**src/hw/rtl/fmdit_pkg.sv**
```systemverilog
// Shared types and constants for the FM chip dual interval timer.
// Holds the item and result words, register addresses and the line table.
// No dependencies.
`default_nettype none

package fmdit_pkg;

  typedef enum logic {
    CMD_WRITE = 1'b0,
    CMD_TICK  = 1'b1
  } cmd_e;

  // Chip register addresses that the timer block acts on.
  localparam logic [7:0] ADDR_PERIOD_A_HI = 8'h24;
  localparam logic [7:0] ADDR_PERIOD_A_LO = 8'h25;
  localparam logic [7:0] ADDR_PERIOD_B    = 8'h26;
  localparam logic [7:0] ADDR_MODE        = 8'h27;

  // Bit positions in the mode byte.
  localparam int unsigned ModeRunA     = 0;
  localparam int unsigned ModeRunB     = 1;
  localparam int unsigned ModeFlagEnA  = 2;
  localparam int unsigned ModeFlagEnB  = 3;
  localparam int unsigned ModeClearLsb = 4;
  localparam int unsigned ModeClearMsb = 5;

  // Top two mode bits select composite sine mode with this code.
  localparam logic [1:0] CSM_MODE = 2'b10;

  localparam int unsigned TimerASpan  = 1024;
  localparam int unsigned TimerBSpan  = 256;
  localparam int unsigned TimerBShift = 4;  // timer B counts in steps of 16 ticks

  localparam int unsigned TdataInWidth  = 24;
  localparam int unsigned TdataOutWidth = 16;

  typedef struct packed {
    logic       pcm;
    logic [7:0] data;
    logic [7:0] addr;
    cmd_e       cmd;
  } item_t;

  typedef struct packed {
    logic       run_b;
    logic       run_a;
    logic       keyon;
    logic [3:0] line;
    logic       lower;
    logic       raise;
    logic [1:0] flags;
  } result_t;

  // Interrupt controller line numbers chosen by the configuration register.
  function automatic logic [3:0] line_of(input logic [1:0] sel);
    logic [3:0] line;
    case (sel)
      2'd0:    line = 4'h3;
      2'd1:    line = 4'hd;
      2'd2:    line = 4'ha;
      2'd3:    line = 4'hc;
      default: line = 4'h3;
    endcase
    return line;
  endfunction

endpackage

`default_nettype wire

```
**src/hw/rtl/fmdit_timer_core.sv**
```systemverilog
// Timer A and timer B state with the per-word update logic.
// Depends on fmdit_pkg for the item and result types and the address map.
`default_nettype none

module fmdit_timer_core (
  input  wire                   clk_i,
  input  wire                   rst_ni,
  input  wire                   step_i,
  input  fmdit_pkg::item_t      item_i,
  input  wire  [1:0]            irq_select_i,
  output fmdit_pkg::result_t    res_o
);

  logic [9:0]  period_a_q, period_a_d;
  logic [7:0]  period_b_q, period_b_d;
  logic [7:0]  mode_q, mode_d;
  logic [1:0]  flags_q, flags_d;
  logic [10:0] remain_a_q, remain_a_d;
  logic [12:0] remain_b_q, remain_b_d;
  logic        run_a_q, run_a_d;
  logic        run_b_q, run_b_d;

  logic [10:0] len_a;
  logic [12:0] len_b;
  logic        raise, lower, keyon;

  assign len_a = 11'(fmdit_pkg::TimerASpan) - {1'b0, period_a_q};
  assign len_b = {9'(fmdit_pkg::TimerBSpan) - {1'b0, period_b_q},
                  {fmdit_pkg::TimerBShift{1'b0}}};

  always_comb begin
    period_a_d = period_a_q;
    period_b_d = period_b_q;
    mode_d     = mode_q;
    flags_d    = flags_q;
    remain_a_d = remain_a_q;
    remain_b_d = remain_b_q;
    run_a_d    = run_a_q;
    run_b_d    = run_b_q;
    raise      = 1'b0;
    lower      = 1'b0;
    keyon      = 1'b0;

    if (item_i.cmd == fmdit_pkg::CMD_WRITE) begin
      case (item_i.addr)
        fmdit_pkg::ADDR_PERIOD_A_HI: period_a_d = {item_i.data, period_a_q[1:0]};
        fmdit_pkg::ADDR_PERIOD_A_LO: period_a_d = {period_a_q[9:2], item_i.data[1:0]};
        fmdit_pkg::ADDR_PERIOD_B:    period_b_d = item_i.data;
        fmdit_pkg::ADDR_MODE: begin
          mode_d  = item_i.data;
          flags_d = flags_q &
                    ~item_i.data[fmdit_pkg::ModeClearMsb:fmdit_pkg::ModeClearLsb];
          // A timer that is already counting keeps its count.
          if (item_i.data[fmdit_pkg::ModeRunA]) begin
            if (!run_a_q) begin
              run_a_d    = 1'b1;
              remain_a_d = len_a;
            end
          end else begin
            run_a_d = 1'b0;
          end
          if (item_i.data[fmdit_pkg::ModeRunB]) begin
            if (!run_b_q) begin
              run_b_d    = 1'b1;
              remain_b_d = len_b;
            end
          end else begin
            run_b_d = 1'b0;
          end
          lower = !item_i.data[fmdit_pkg::ModeRunA] && !item_i.data[fmdit_pkg::ModeRunB];
        end
        default: ;
      endcase
    end else begin
      // A count of one or zero expires on this tick.
      if (run_a_q) begin
        if (remain_a_q <= 11'd1) begin
          if (item_i.pcm || mode_q[fmdit_pkg::ModeFlagEnA]) raise = 1'b1;
          if (mode_q[fmdit_pkg::ModeFlagEnA]) flags_d[0] = 1'b1;
          remain_a_d = len_a;
          keyon      = (mode_q[7:6] == fmdit_pkg::CSM_MODE);
        end else begin
          remain_a_d = remain_a_q - 11'd1;
        end
      end
      if (run_b_q) begin
        if (remain_b_q <= 13'd1) begin
          if (item_i.pcm || mode_q[fmdit_pkg::ModeFlagEnB]) raise = 1'b1;
          if (mode_q[fmdit_pkg::ModeFlagEnB]) flags_d[1] = 1'b1;
          remain_b_d = len_b;
        end else begin
          remain_b_d = remain_b_q - 13'd1;
        end
      end
    end
  end

  always_ff @(posedge clk_i or negedge rst_ni) begin
    if (!rst_ni) begin
      period_a_q <= '0;
      period_b_q <= '0;
      mode_q     <= '0;
      flags_q    <= '0;
      remain_a_q <= '0;
      remain_b_q <= '0;
      run_a_q    <= 1'b0;
      run_b_q    <= 1'b0;
    end else if (step_i) begin
      period_a_q <= period_a_d;
      period_b_q <= period_b_d;
      mode_q     <= mode_d;
      flags_q    <= flags_d;
      remain_a_q <= remain_a_d;
      remain_b_q <= remain_b_d;
      run_a_q    <= run_a_d;
      run_b_q    <= run_b_d;
    end
  end

  always_comb begin
    res_o.flags = flags_d;
    res_o.raise = raise;
    res_o.lower = lower;
    res_o.line  = fmdit_pkg::line_of(irq_select_i);
    res_o.keyon = keyon;
    res_o.run_a = run_a_d;
    res_o.run_b = run_b_d;
  end

endmodule

`default_nettype wire

```
**src/hw/rtl/fm_chip_dual_interval_timer_top.sv**
```systemverilog
// Top level of the FM chip dual interval timer: stream ports, input and
// result registers. Depends on fmdit_pkg and fmdit_timer_core.
`default_nettype none

// Usage
// Each word on the slave stream is either a register write (tuser low) or
// one timer tick (tuser high). Writes to 0x24/0x25 set the 10-bit timer A
// period, 0x26 sets the timer B period and 0x27 is the mode byte, which
// clears flags and starts or stops the timers. Every accepted word gives
// exactly one result word on the master stream, carrying the status flags,
// the interrupt raise/lower pulses, the selected interrupt line number, the
// CSM key-on pulse and both run bits as they stand after that word.
// A word is captured into an input register, updated through the timer
// state by combinational logic, and lands in the result register once
// that register is free or being emptied. One word is taken every cycle
// while the receiver does not stall; the timer state is updated as each
// word moves from the input register to the result register.
// When the receiver stalls, the result register holds and the input
// register takes one more word before tready falls.
// The configuration channel writes the 2-bit line select; it is always
// ready and is meant to be written while no words are in flight.
// Reset clears the timers, flags, mode, periods and line select, and
// empties both registers.

module fm_chip_dual_interval_timer_top (
  input  wire         clk_i,
  input  wire         rst_ni,
  // Input words.
  input  wire         s_axis_tvalid,
  output logic        s_axis_tready,
  input  wire  [fmdit_pkg::TdataInWidth-1:0]  s_axis_tdata,
                                     // register_address[7:0], write_data[15:8],
                                     // pcm_irq_request[16], zero above
  input  wire         s_axis_tuser,  // command: 0 write, 1 tick
  // Result words.
  output logic        m_axis_tvalid,
  input  wire         m_axis_tready,
  output logic [fmdit_pkg::TdataOutWidth-1:0] m_axis_tdata,
                                     // status_flags[1:0], irq_raise[2],
                                     // irq_lower[3], irq_line[7:4],
                                     // csm_keyon[8], timer_a_running[9],
                                     // timer_b_running[10], zero above
  // Configuration.
  input  wire         cfg_valid_i,
  output logic        cfg_ready_o,
  input  wire  [1:0]  cfg_data_i
);

  logic               in_valid_q;
  fmdit_pkg::item_t   item_q;
  logic               out_valid_q;
  fmdit_pkg::result_t res_q;
  fmdit_pkg::result_t res;
  logic [1:0]         irq_select_q;
  logic               advance;
  logic               in_take;

  // The input register moves on whenever the result register is free or
  // being emptied this cycle.
  assign advance       = in_valid_q && (!out_valid_q || m_axis_tready);
  assign s_axis_tready = !in_valid_q || advance;
  assign in_take       = s_axis_tvalid && s_axis_tready;
  assign cfg_ready_o   = 1'b1;

  always_ff @(posedge clk_i or negedge rst_ni) begin
    if (!rst_ni) begin
      in_valid_q <= 1'b0;
    end else if (s_axis_tready) begin
      in_valid_q <= s_axis_tvalid;
    end
  end

  always_ff @(posedge clk_i) begin
    if (in_take) begin
      item_q.cmd  <= fmdit_pkg::cmd_e'(s_axis_tuser);
      item_q.addr <= s_axis_tdata[7:0];
      item_q.data <= s_axis_tdata[15:8];
      item_q.pcm  <= s_axis_tdata[16];
    end
  end

  always_ff @(posedge clk_i or negedge rst_ni) begin
    if (!rst_ni) begin
      irq_select_q <= '0;
    end else if (cfg_valid_i && cfg_ready_o) begin
      irq_select_q <= cfg_data_i;
    end
  end

  fmdit_timer_core u_core (
    .clk_i        (clk_i),
    .rst_ni       (rst_ni),
    .step_i       (advance),
    .item_i       (item_q),
    .irq_select_i (irq_select_q),
    .res_o        (res)
  );

  always_ff @(posedge clk_i or negedge rst_ni) begin
    if (!rst_ni) begin
      out_valid_q <= 1'b0;
    end else if (!out_valid_q || m_axis_tready) begin
      out_valid_q <= in_valid_q;
    end
  end

  always_ff @(posedge clk_i) begin
    if (advance) begin
      res_q <= res;
    end
  end

  assign m_axis_tvalid = out_valid_q;
  assign m_axis_tdata  = {5'b0, res_q.run_b, res_q.run_a, res_q.keyon, res_q.line,
                          res_q.lower, res_q.raise, res_q.flags};

  // Raise happens only on ticks and lower only on mode writes.
  assert property (@(posedge clk_i) disable iff (!rst_ni)
    m_axis_tvalid |-> !(res_q.raise && res_q.lower))
    else $error("irq raise and lower in the same result word");

  // Key-on comes only from a running timer A.
  assert property (@(posedge clk_i) disable iff (!rst_ni)
    (m_axis_tvalid && res_q.keyon) |-> res_q.run_a)
    else $error("CSM key-on without timer A running");

  // A word parked in the input register behind a stalled result stays there.
  assert property (@(posedge clk_i) disable iff (!rst_ni)
    (in_valid_q && out_valid_q && !m_axis_tready) |=> in_valid_q)
    else $error("input word lost while result stalled");

endmodule

`default_nettype wire

```
**config.mk**
```make
export PLATFORM = sky130hd
export DESIGN_NAME = fm_chip_dual_interval_timer_top
export DESIGN_NICKNAME = d
export VERILOG_FILES = /design/src/hw/rtl/fmdit_pkg.sv /design/src/hw/rtl/fmdit_timer_core.sv /design/src/hw/rtl/fm_chip_dual_interval_timer_top.sv
export SDC_FILE = /design/constraint.sdc
export NUM_CORES = 1
export LEC_CHECK = 0
export ABC_AREA = 1
export BUFFER_PORTS_ARGS = -buffer_cell sky130_fd_sc_hd__clkbuf_2
export CAP_MARGIN = 20
export CORE_MARGIN = 4
export CORE_UTILIZATION = 37
export CTS_CLUSTER_SIZE = 28
export DETAILED_ROUTE_END_ITERATION = 16
export PLACE_DENSITY = 0.66
export SYNTH_ARGS = -nofsm -noshare
export SYNTH_HDL_FRONTEND = slang
export SYNTH_SLANG_ARGS = --single-unit
```
**constraint.sdc**
```tcl
create_clock -name clk_i -period 2.2 [get_ports clk_i]
set_input_delay 0.11 -clock clk_i [delete_from_list [all_inputs] [get_ports clk_i]]
set_output_delay 0.11 -clock clk_i [all_outputs]
set_load 0.02 [all_outputs]
```
==> results.txt, run 1 <==
The flow ran to the end, and the final reports show no timing, DRC or antenna violations. The number of inserted filler cells in the final layout is 1173. The number of warnings issued by yosys is 0.

The utilization after layout came out at 44.6%. The total design power came out at 5.18 mW. The power per cell area is 964 nW/µm². The global placer's final weighted congestion came out at 0.877. By area, the combinational part of the netlist is dominated by simple AND/OR/NAND/NOR gates.

The routed design has 9830 µm of wire. The floorplan die width came out at about 120 µm. The number of global-route vias before repair is 3553.

In the final design database the tool counted 658 nets. Post-CTS timing repair inserted 0 buffers for setup. The number of antenna diodes in the final layout is 0. The length of the first detailed-routing pass in iterations came out at 4. The number of instances in the synthesized netlist came out at about 560. The number of register bits inferred by synthesis is 83. The aggregate global routing overflow is 0. The clock network fraction of design power came out at 25.9%.

The layout overhead on the synthesized area came out at 17.8%. The count of boundary I/O pins came out at 51. Net switching is a little over a third of the power. The mean instance size in the synthesized netlist is 8.19 µm². The final critical-path required period is approximately 1.8 ns. The kind of capture point of the worst setup path is a flop. Along the worst path, the maximum fanout reaches 11. The count of different cell masters after synthesis came out at 35.

After the first detailed-routing iteration, the DRC count stood at 157. The class of the tightest hold or removal check is primary input to flop. Once routing completed, OpenROAD measured the worst setup slack at 0.440 ns. Setup violations remaining at the end of the flow were counted as 0. The area of the mapped netlist came out at 4560 µm². Once layout is complete, the cells apart from fillers number between 700 and 800. After Yosys synthesis, full adders, half adders and majority gates account for under 10% of the synthesized area. The most used flip-flop cell after synthesis is sky130_fd_sc_hd__dfrtp_1. The detailed-route via count came out at between 3000 and 4000. The cell total after placement came out at 757. The standard-cell row count is 40.

Across the VDD grid, the largest voltage drop is 472 µV. The port buffer count is 37. The critical path data required time came out at approximately 2.4 ns. After routing, the total negative slack on setup checks comes to 0 ns. The max-slew violation count came out at 0. The clock buffer count from CTS is 9. The number of antenna violations at the first check in global routing is 0. The headroom to the max-slew limit is between 50% and 60%.

The sequential fraction of the synthesis area is 48.7%. In the routed design, unresolved DRC markers number 0. Static timing analysis puts the maximum clock frequency at 0.568 GHz.

On the final layout, the worst clock skew is 0.00555 ns. The via count normalized by instance count is 4.54. Summed over all nets, the half-perimeter wirelength after detailed placement is 7180 µm.

The count of clock tree sinks is 83. The root buffer cell is sky130_fd_sc_hd__clkbuf_16. The buffer depth of the longest clock path is 2. The die span in y came out at 119 µm. The synthesized netlist devotes under 10% of its cell area to compound gates. The fraction of final layout cells with drive strength greater than 1 came out at 15.0%. The area share of xor/xnor cells in the synthesized design is about 4.4%. The signal arrival time at the worst endpoint came out at 2.00 ns. The mean routed wirelength per cell came out at 12.4 µm. STA classifies the critical path startpoint as a flop. The max capacitance violation total came out at 0. Leaving out fill and tap cells, the most frequent cell in the layout is sky130_fd_sc_hd__nand2_1. The final non-filler cell area came out at 5380 µm². The first global-routing pass estimated 16800 µm of wire. The number of nets with antenna violations after detailed routing is 0. The number of levels in the clock H-tree came out at 3. The share of total power dissipated in combinational logic is between 30% and 40%.

The transition time of the tightest slew-check pin is 0.675 ns. The number of synthesized flops with an enable pin is 29. The post-placement cell area came out at slightly below 5000 µm². The source-to-sink clock delay at the later pin of the worst-skew pair is 0.33 ns. TritonCTS built the clock tree. The worst hold slack came out at 0.0109 ns. The multiplexer fraction of the synthesized cell area came out at 0%. The critical path in this run is classified as flop to flop. The synthesized design spends more area on one cell type than any other, namely sky130_fd_sc_hd__dfrtp_1.

The area of the die is 14200 µm². The basic-gate share of the synthesized area counting and, or, nand and nor cells came out at a little under a third. The number of hold violations in the final report came to 0. The period utilization is approximately 80%.

Before CTS, the worst setup slack after placement is 0.419 ns. The internal portion of total power is 3.30 mW. The starting density of the core came out at around 38%. Entering global routing, the biggest net connects 21 pins.

The area fraction of the dominant cell type after synthesis is 29.6%. The analysis attributes to net switching a power of 1.88 mW. After clock tree synthesis, the clock-pin slew on the worst setup and hold paths is 0.06 ns. The core footprint is 12100 µm². Ranked by total cell area, the synthesized netlist is headed by sky130_fd_sc_hd__dfrtp_1 30%, sky130_fd_sc_hd__edfxtp_1 19%, sky130_fd_sc_hd__nand2_1 16%. Summed over all cells, the static leakage comes to 2.65 nW. The library cells used most frequently in the layout, excluding fill and tap cells, are 191 x sky130_fd_sc_hd__nand2_1, 60 x sky130_fd_sc_hd__inv_1, 54 x sky130_fd_sc_hd__nor2_1, 54 x sky130_fd_sc_hd__dfrtp_1, 51 x sky130_fd_sc_hd__nand3_1. The total global routing track utilization came out at roughly 15%. Sequential cells account for a little over two fifths of the total power. The async set or reset register ratio after synthesis is 65.1%.

Setup repair after global routing left no endpoint under its margin.
==> cells in the mapped netlist, types with 2 or more instances <==
cell type / instances
sky130_fd_sc_hd__nand2_2: 2
sky130_fd_sc_hd__nor2_4: 3
sky130_fd_sc_hd__dfrtp_1: 54
sky130_fd_sc_hd__nand2_1: 191
sky130_fd_sc_hd__clkbuf_1: 2
sky130_fd_sc_hd__ha_1: 6
sky130_fd_sc_hd__or2_2: 2
sky130_fd_sc_hd__conb_1: 2
sky130_fd_sc_hd__buf_4: 6
sky130_fd_sc_hd__o21ai_0: 22
sky130_fd_sc_hd__o21ai_2: 13
sky130_fd_sc_hd__buf_6: 4
sky130_fd_sc_hd__a21oi_2: 3
sky130_fd_sc_hd__nand3_1: 51
sky130_fd_sc_hd__nand3_2: 2
sky130_fd_sc_hd__edfxtp_1: 29
sky130_fd_sc_hd__nor2_1: 54
sky130_fd_sc_hd__nor3_1: 3
sky130_fd_sc_hd__buf_2: 6
sky130_fd_sc_hd__nand4_4: 2
sky130_fd_sc_hd__inv_1: 60
sky130_fd_sc_hd__xor2_1: 18
sky130_fd_sc_hd__nand3b_1: 2
sky130_fd_sc_hd__nand4_1: 4
sky130_fd_sc_hd__inv_2: 2
sky130_fd_sc_hd__xnor2_1: 5
==> registers in the layout, indices dropped and copies added (netlist names), 2 cells and up <==
register	flops
irq_select_q	2
u_core.mode_q	4
u_core.period_b_q	8
m_axis_tdata	11
u_core.remain_b_q	13
item_q	18
u_core.remain_a_q	11
u_core.period_a_q	10
u_core.flags_q	2
==> worst paths after layout <==
kind	startpoint	to	slack, ns	cells after the start
hold reg to reg	irq_select_q[0]	m_axis_tdata[6]	0.46	0
setup / recovery	m_axis_tvalid	u_core.remain_b_q[2]	0.44	4
hold / removal	s_axis_tvalid	in_valid_q	0.01	3
min in group asynchronous	rst_ni	u_core.period_a_q[1]	0.29	2
max in group asynchronous	rst_ni	u_core.remain_b_q[2]	1.26	3
setup reg to reg	m_axis_tvalid	u_core.remain_b_q[2]	0.44	4
==> area by class of cell <==
type	count	area (µm²)	area share (%)
Clock buffer	11	233	4.33
Clock inverter	5	30.0	0.559
Inverter	63	239	4.45
Multi-Input combinational cell	397	1990	37.0
Sequential cell	83	2220	41.3
Tap cell	168	210	3.91
Timing Repair Buffer	66	453	8.43
==> layer usage <==
metal | track usage [%] | share of wire (%) | vias to the layer above | routed length, µm
met5 | 0 | 0 | - | 0
met2 | 24.1 | 47 | 77 | 4650
met3 | 2.04 | 3.2 | 17 | 318
met1 | 18.9 | 47 | 1628 | 4620
met4 | 6.44 | 2.4 | 0 | 237
li1 | - | - | 1876 | -
==> power by group through the flow <==
stage / Clock (mW) / Sequential (mW) / Combinational [mW]
finish: 1.34 / 2.18 / 1.66
CTS: 1.37 / 2.18 / 1.66
detailed placement: 0 / 2.20 / 1.62
floorplan: 0 / 2.16 / 1.28
global placement: 0 / 2.20 / 1.60
global route: 1.44 / 2.23 / 1.93
==> worst max-delay path, stage by stage, from the launching register on <==
cell and delay [ns]:
sky130_fd_sc_hd__dfrtp_1 0.43, sky130_fd_sc_hd__a21oi_4 0.29, sky130_fd_sc_hd__buf_4 0.25, sky130_fd_sc_hd__nand4_1 0.41
sky130_fd_sc_hd__o21ai_0 0.29
==> cells by family after synthesis <==
group	after synthesis
simple gates	320
flops	83
buf+inv	81
compound gates	42
xor+xnor	23
fa+ha+maj	6
other cells	2
==> repair_timing <==
action | 4_1_cts | 5_1_grt
resized for setup | 0 | 0
setup endpoints to repair | 0 | 0
hold buffers | 20 | 0
endpoints found under the hold margin | 37 | 0
Power figures use the tool's default switching activity.
==> inputs of run 2 (changes only) <==
- ABC_AREA: 1 -> 0
- PLACE_DENSITY: 0.66 -> 0.68
- clock period: 2.2 -> 1.5 ns (I/O delays scaled with it)
==> run 2 against run 1 <==
  * The run now ends with setup timing left
  * Highest routed layer unchanged
  * Non-clock buffer count is 100 higher
  * Area after synthesis decreased by 8.4%
  * Largest power group unchanged
  * First-iteration DRC count increased by 5.1%
  * Cell count down 11%
  * Critical endpoint is now u_core.remain_b_q[9]
==> results.txt, run 2 <==
The source-to-sink clock delay at the later pin of the worst-skew pair is 0.33 ns. The aggregate global routing overflow is 0. The number of antenna violations at the first check in global routing was 0. The count of boundary I/O pins is 51. The worst hold slack is 0.0612 ns.

The clock buffer count from CTS is 9. Walking the worst path, the cells encountered are or4_4 -> o41ai_4 -> buf_4 -> buf_6 -> nor4_2 -> a21oi_1 -> o211ai_1. Together, buffers and inverters on the worst path number 2.

The library cells used most frequently in the layout, excluding fill and tap cells, are 87 x sky130_fd_sc_hd__buf_4, 54 x sky130_fd_sc_hd__dfrtp_1, 37 x sky130_fd_sc_hd__clkbuf_2. The family of cells with the greatest summed delay on the critical path is simple AND/OR/NAND/NOR gates. The largest fanout of any net on the critical path is 7. The final reports fail on setup timing. The estimated wirelength of the detail-placed design came out at 6790 µm. The core region is 10900 µm². STA classifies the critical path startpoint as a flop.

The final wirelength is roughly 10000 µm. Clock tree synthesis selected as its root buffer the cell sky130_fd_sc_hd__clkbuf_16. The worst setup path is captured at a flop. The pin count of the biggest net entering global routing came out at 55. The floorplan die width is 114 µm. The global placer's final weighted congestion is 0.850.

In this run the static leakage power is 2.76 nW. The cell with the most instances after synthesis is sky130_fd_sc_hd__dfrtp_1. Summing the sequential cell areas from Yosys gives 53.2% of the chip area. The power per cell area is 962 nW/µm². The min-delay analysis places its worst path in the category primary input to flop.

The flow ran to the end, but the final reports show violations. The number of global-route vias before repair is between 3000 and 4000. Sorting the synthesized cells by how often they occur yields 54 x sky130_fd_sc_hd__dfrtp_1, 41 x sky130_fd_sc_hd__o21ai_0, 40 x sky130_fd_sc_hd__nand2_1, 29 x sky130_fd_sc_hd__edfxtp_1, 26 x sky130_fd_sc_hd__nor2_1. The most common cell after layout, fill and taps aside is sky130_fd_sc_hd__buf_4.

During synthesis, Yosys emitted a total of 0 warnings. Compared with the post-synthesis result, the final layout area differs by 47.9%. The most flop-heavy register is item_q. The dominant register cell in the synthesized netlist is sky130_fd_sc_hd__dfrtp_1. The mean instance size in the synthesized netlist came out at 10.5 µm². The number of DRC markers in iteration 0 came out at 165. The detailed-route via count came out at ~3600. The flip-flop count of the largest register, all copies and words added is 18. The length of the first detailed-routing pass in iterations came out at 4. After detailed routing, the number of vias per cell comes to 5.10.

The area of the mapped netlist is 4180 µm². For the worst setup path, the data required time is 1.71 ns. The final antenna diode count came out at 0. The max-slew violation count was 0. The max capacitance violation total is 0.

The number of hold violations in the final report is 0. After synthesis, the netlist uses 55 different library cells. Across the VDD grid, the largest voltage drop is 714 µV. TritonCTS built the clock tree. After routing the design area is 6180 µm². Setup repair after global routing could not meet its margin everywhere. The maximum cell stage delay along the critical path came out at roughly 0.59 ns. The first global-routing pass estimated around 17000 µm of wire. Derived from the worst setup path, the maximum achievable clock frequency is 0.487 GHz. In the final layout, the share of cells above drive strength 1 is 43.0%.

The number of register bits inferred by synthesis is 83. For this configuration, the core starts out at a cell density of 38.2%. The worst path uses 137% of the clock period. The clock tree skew after final layout came out at around 0.0044 ns. The signal arrival time at the worst endpoint is roughly 2.3 ns. The standard-cell row count is 38. Setup violations remaining at the end of the flow were counted as 57.

The critical path is of the flop to flop type. At the end of the flow, the number of nets in the layout was 596. The count of clock tree sinks came out at 83. The total global routing track utilization came out at 16.6%.

For this run, design rule violations remaining after detail routing come to 0. Sorting the synthesized cells by area gives the leading types as sky130_fd_sc_hd__dfrtp_1 32%, sky130_fd_sc_hd__edfxtp_1 21%, sky130_fd_sc_hd__o21ai_0 4.9%. The synthesized design contains 29 enable-type register cells. Port buffering added 37 buffers.

After the flow finishes, the layout carries non-filler instances totaling 703. The buffer depth of the longest clock path is 2. Dividing the detail-routed wire length by the instance count gives roughly 15 µm.

The area of the die is 13100 µm². sky130_fd_sc_hd__dfrtp_1 takes more of the synthesized area than any other cell. In the final layout, the registers with the most flip-flops are item_q x18, u_core.remain_b_q x13.

The post-placement cell area is 5210 µm². The number of levels in the clock H-tree is 3. The share of synthesized area in the top cell type comes to between 30 and 40%.

The number of nets with antenna violations after detailed routing came out at 0. The die span in y came out at 114 µm. The slack of the critical path came out at -0.555 ns. The final critical-path required period came out at 2.05 ns. Counting tap cells, the placed design contains a total of 649 instances. The number of instances in the synthesized netlist came out at 398. The async set or reset register ratio after synthesis came out at 65.1%.

The largest individual stage delay along the critical path comes from the cell sky130_fd_sc_hd__or4_4. The pre-CTS worst setup slack is -0.590 ns. Clock-pin slew was measured on the worst setup and hold paths at 0.06 ns.
==> run 2: worst paths after layout <==
kind	startpoint	end	slack, ns	depth (start not counted)
hold reg to reg	irq_select_q[0]	m_axis_tdata[6]	0.46	0
min in group asynchronous	rst_ni	u_core.remain_a_q[5]	0.30	3
max in group asynchronous	rst_ni	u_core.mode_q[6]	0.95	3
setup reg to reg	u_core.remain_b_q[7]	u_core.remain_b_q[9]	-0.55	7
hold / removal	m_axis_tready	in_valid_q	0.06	3
setup / recovery	u_core.remain_b_q[7]	u_core.remain_b_q[9]	-0.55	7
==> run 2: area by class of cell <==
cell class	count	area [µm²]
Tap cell	140	175
Clock inverter	6	42.5
Timing Repair Buffer	166	1310
Inverter	14	56.3
Sequential cell	83	2220
Clock buffer	10	229
Multi-Input combinational cell	284	2140
Fill cell	901	4760
==> run 2: worst min-delay path, cell delays in order <==
cell                       delay (ns)
sky130_fd_sc_hd__clkbuf_2        0.08
sky130_fd_sc_hd__nand3b_1        0.13
sky130_fd_sc_hd__nand2b_1        0.06
==> run 2: per-stage QoR <==
step / power [mW] / utilization [%] / setup TNS, ns
finish: 5.94 / 56.5 / -22.77
global route: 6.22 / 56.5 / -26.69
CTS: 5.88 / 54.6 / -21.56
detailed placement: 3.76 / 47.7 / -26.43
global placement: 3.74 / 47.7 / -24.57
floorplan: 3.25 / - / -27.67
==> run 2: logic make-up (layout without fill, tap and decap cells) <==
family | count (synthesis) | after routing | share of synthesized area [%]
multiplexers | 14 | 14 | 3.77
AND/OR/NAND/NOR | 156 | 156 | 20.2
XOR/XNOR | 13 | 13 | 2.73
AO/OA/AOI/OAI | 89 | 89 | 13.6
flip-flops | 83 | 83 | 53.2
buffers and inverters | 35 | 196 | 4.52
other | 2 | 6 | 0.180
adder cells (fa/ha/maj) | 6 | 6 | 1.80
==> run 2: power breakdown <==
group | internal [mW] | leakage [nW] | switching [mW]
Combinational | 0.677 | 1.66 | 0.675
Clock | 1.12 | 0.128 | 0.875
Sequential | 2.50 | 0.975 | 0.0910
Total | 4.30 | 2.76 | 1.64
==> run 2: layer usage <==
metal | vias to the layer above | track usage (%) | part of all wire, %
li1 | 1752 | - | -
met1 | 1745 | 20.6 | 44
met2 | 81 | 29.4 | 52
met3 | 8 | 3.12 | 3.7
met4 | 0 | 4.59 | 0.70
met5 | - | 0 | 0
==> run 2: repair_timing <==
action | 4_1_cts | 5_1_grt
setup endpoints to repair | 57 | 57
gates resized for setup | 53 | 41
cloned | 3 | 0
pin swaps | 35 | 17
hold buffers | 24 | 0
hold endpoints to repair | 75 | 0
setup buffers | 5 | 6
==> inputs of run 3 (changes only) <==
--- a/config.mk
+++ b/config.mk
@@ -11,4 +11,5 @@
 export CORE_MARGIN = 4
 export CORE_UTILIZATION = 37
+export CTS_CLUSTER_DIAMETER = 200
 export CTS_CLUSTER_SIZE = 28
 export DETAILED_ROUTE_END_ITERATION = 16
==> constraint.sdc (replaced) <==
create_clock -name clk_i -period 1.5 [get_ports clk_i]
set_input_delay 0.075 -clock clk_i [delete_from_list [all_inputs] [get_ports clk_i]]
set_output_delay 0.075 -clock clk_i [all_outputs]
set_load 0.1 [all_outputs]
==> run 3 against run 2 <==
  * The run still ends with setup timing left
  * Critical path depth unchanged
  * Clock skew increased by 0.0063 ns
  * Worst hold slack got worse by 0.0073 ns
  * Power increased by 12%
  * Non-clock buffer count increased by 7
  * Largest cell class unchanged
==> results.txt, run 3 (same netlist as run 2, synthesis figures left out) <==
The flow ran to the end, but the final reports show violations. The final reports fail on setup timing. Port buffering added 37 buffers.

The final wirelength came out at 11300 µm. The share of total power in combinational logic came out at approximately 24%. The leakage power came out at 2.83 nW. The number of DRC markers in iteration 0 is 252. The family of cells with the greatest summed delay on the critical path is compound AO/OA/AOI/OAI gates. The fraction of power spent switching nets is ~29%. The total of endpoints with negative setup slack in the final report is 56. The signal on the critical path passes through or4_4 -> o41ai_4 -> buf_6 -> buf_6 -> nor4_4 -> a21oi_2 -> o211ai_1. The worst register-to-register path begins at u_core.remain_b_q[3]. The cell total after placement came out at ~650. More flip-flops sit in one register than any other, and that register is item_q. The buffer depth of the longest clock path came out at 2.

The power per cell area is about 1000 nW/µm². The count of boundary I/O pins is 51. The post-layout net count came out at 603. The detailed-route via count is 3763.

The post-detailed-route DRC marker count is 0. The area of the die came out at between 10000 and 15000 µm². The endpoint of the worst hold path is in_valid_q. The wire length of the first global-routing pass came out at 18000 µm. The critical path data required time is ~1.7 ns.

The total global routing track utilization came out at between 10% and 20%. The layout overhead on the synthesized area is 53.1%. The standard-cell row count came out at 38.

The via count normalized by instance count is between 5 and 6. Setup slack on the worst reg-to-reg path comes out at -0.56 ns. The worst register-to-register path ends at u_core.remain_b_q[9]. The kind of capture point of the worst setup path is a flop. The aggregate global routing overflow came out at 0. The internal portion of total power is ~4.7 mW. Setup repair after global routing could not meet its margin everywhere.

Across the routed clock network, the largest skew measured is 0.0107 ns. The clock network fraction of design power is 36.5%. The wire-length estimate of the detail-placed layout is 7240 µm. The fraction of final layout cells with drive strength greater than 1 came out at between 40% and 50%. The starting density of the core came out at between 30% and 40%. The critical path in this run is classified as flop to flop.

The slack of the critical path is -0.558 ns. The headroom to the max-slew limit is 63.4%. The flip-flop count of the largest register, all copies and words added is 18. The length of the first detailed-routing pass in iterations is 5. The signal arrival time at the worst endpoint is 2.28 ns. The max-slew violation count is 0. The non-filler instance count after layout is 710.

The core footprint is approximately 11000 µm². The transition time of the tightest slew-check pin came out at 0.552 ns. TritonCTS built the clock tree. Among the stages of the critical path, the cell type that occurs most often is sky130_fd_sc_hd__buf_6.

For this design, the sink count on the clock tree is 83. Clock-pin slew was measured on the worst setup and hold paths at 0.07 ns. In this run the most critical hold path is launched from m_axis_tready. Along the worst path, the maximum fanout reaches 6. The cell sitting at the root of the clock tree is a sky130_fd_sc_hd__clkbuf_16. The largest registers in the layout are item_q x18, u_core.remain_b_q x13. The die span in y is ~110 µm. For this design, the slowest cell found on the critical path is sky130_fd_sc_hd__or4_4. The max capacitance violation total is 0. The number of antenna violations at the first check in global routing is 0. The number of levels in the clock H-tree came out at 3. Measured on the finished design, the core utilization comes to about three fifths. The share of total power dissipated in sequential elements is 39.1%. The worst setup path is launched from a flop. Entering global routing, the biggest net connects 55 pins. The depth of the worst register-to-register path came out at 7. Timing analysis after detailed placement gives a worst setup slack of -0.599 ns. The worst hold path was traced through 3 stages.

The number of global-route vias before repair came out at 3752. The source-to-sink clock delay at the later pin of the worst-skew pair is 0.35 ns. The number of buffers and inverters on the critical path came out at 2. The final critical-path required period is 2.06 ns.

The number of hold violations in the final report is 0. The top cell types in the final layout, fill and taps aside, are 89 x sky130_fd_sc_hd__buf_4, 52 x sky130_fd_sc_hd__dfrtp_1, 36 x sky130_fd_sc_hd__clkbuf_2. The number of nets with antenna violations after detailed routing is 0. The tightest min-delay check is of the primary input to flop type. The die is ~110 µm wide. The final antenna diode count is 0. The mean routed wirelength per cell is 15.9 µm. The library cell used most frequently in the layout, excluding fill and tap cells, is sky130_fd_sc_hd__buf_4. For this design the total switching power over the nets is ~1.9 mW. The congestion estimate from routability-driven global placement came to 0.826.

The worst hold slack is ~0.054 ns. The maximum cell stage delay along the critical path is 0.54 ns. The fmax came out at 0.486 GHz. VDD sags by at most 941 µV. The final critical path takes up 137% of the cycle. The clock buffer count from CTS is 9.
==> run 3: cell count changes in the layout (fill, tap and decap cells not counted), sizes merged <==
cell	delta
clkinvlp	-2
bufinv	+2
buf	+7
clkinv	-3
dlygate4sd3	+1
inv	+2
==> run 3: layer usage <==
| layer | vias to the layer above | wire [µm] | track usage [%] | part of all wire, % |
|---|---|---|---|---|
| met5 | - | 0 | 0 | 0 |
| met4 | 0 | 226 | 7.44 | 2.0 |
| met3 | 25 | 650 | 3.65 | 5.8 |
| met2 | 110 | 5600 | 28.6 | 50 |
| met1 | 1852 | 4790 | 22.6 | 43 |
| li1 | 1776 | - | - | - |
==> run 3: worst register-to-register path, stage by stage (launching register included) <==
cell	delay, ns
sky130_fd_sc_hd__dfrtp_2	0.42
sky130_fd_sc_hd__or4_4	0.54
sky130_fd_sc_hd__o41ai_4	0.36
sky130_fd_sc_hd__buf_6	0.17
sky130_fd_sc_hd__buf_6	0.14
sky130_fd_sc_hd__nor4_4	0.04
sky130_fd_sc_hd__a21oi_2	0.13
sky130_fd_sc_hd__o211ai_1	0.13
==> run 3: stage by stage <==
stage | power, mW | setup TNS (ns) | area [µm²]
3_3_place_gp | 3.95 | -24.76 | 5280
5_1_grt | 6.92 | -28.74 | 6400
3_5_place_dp | 3.99 | -27.09 | 5280
4_1_cts | 6.53 | -23.58 | 6100
6_report | 6.66 | -25.32 | 6400
2_1_floorplan | 3.47 | -39.67 | 4350
==> run 3: timing repair <==
| action | in CTS | in global routing |
|---|---|---|
| pin swaps | 25 | 32 |
| buffers inserted | 9 | 6 |
| hold buffers | 25 | 0 |
| endpoints found under the setup margin | 57 | 68 |
| cloned | 3 | 1 |
| endpoints found under the hold margin | 75 | 0 |
| gates resized for setup | 44 | 64 |
==> run 3: how the worst max path moves through the flow <==
| stage | startpoint | slack (ns) | cells past startpoint | endpoint |
|---|---|---|---|---|
| 6_report | u_core.remain_b_q[3] | -0.56 | 7 | u_core.remain_b_q[9] |
| 5_1_grt | u_core.remain_b_q[3] | -0.60 | 7 | u_core.remain_b_q[9] |
| 4_1_cts | u_core.remain_b_q[10] | -0.54 | 7 | u_core.remain_b_q[9] |
| 3_5_place_dp | u_core.remain_b_q[3] | -0.60 | 6 | u_core.remain_b_q[9] |
| 3_3_place_gp | item_q[7] | -0.53 | 5 | u_core.period_b_q[7] |
| 2_1_floorplan | m_axis_tvalid | -0.72 | 2 | item_q[0] |
==> run 3: power groups by stage <==
stage                     Clock (mW)  Sequential, mW  Combinational, mW
after floorplan                    0            2.82              0.644
after global placement             0            2.63               1.32
after detailed placement           0            2.64               1.35
after CTS                       2.46            2.60               1.47
after global routing            2.57            2.62               1.74
final                           2.43            2.60               1.62
==> run 3: cell type report <==
cell class | instances | area, µm²
tap | 140 | 175
clock inverter | 5 | 85.1
clock buffer | 11 | 243
timing repair buffer | 173 | 1390
multi-input combinational | 284 | 2220
inverter | 14 | 55.1
sequential | 83 | 2230
fill | 890 | 4540
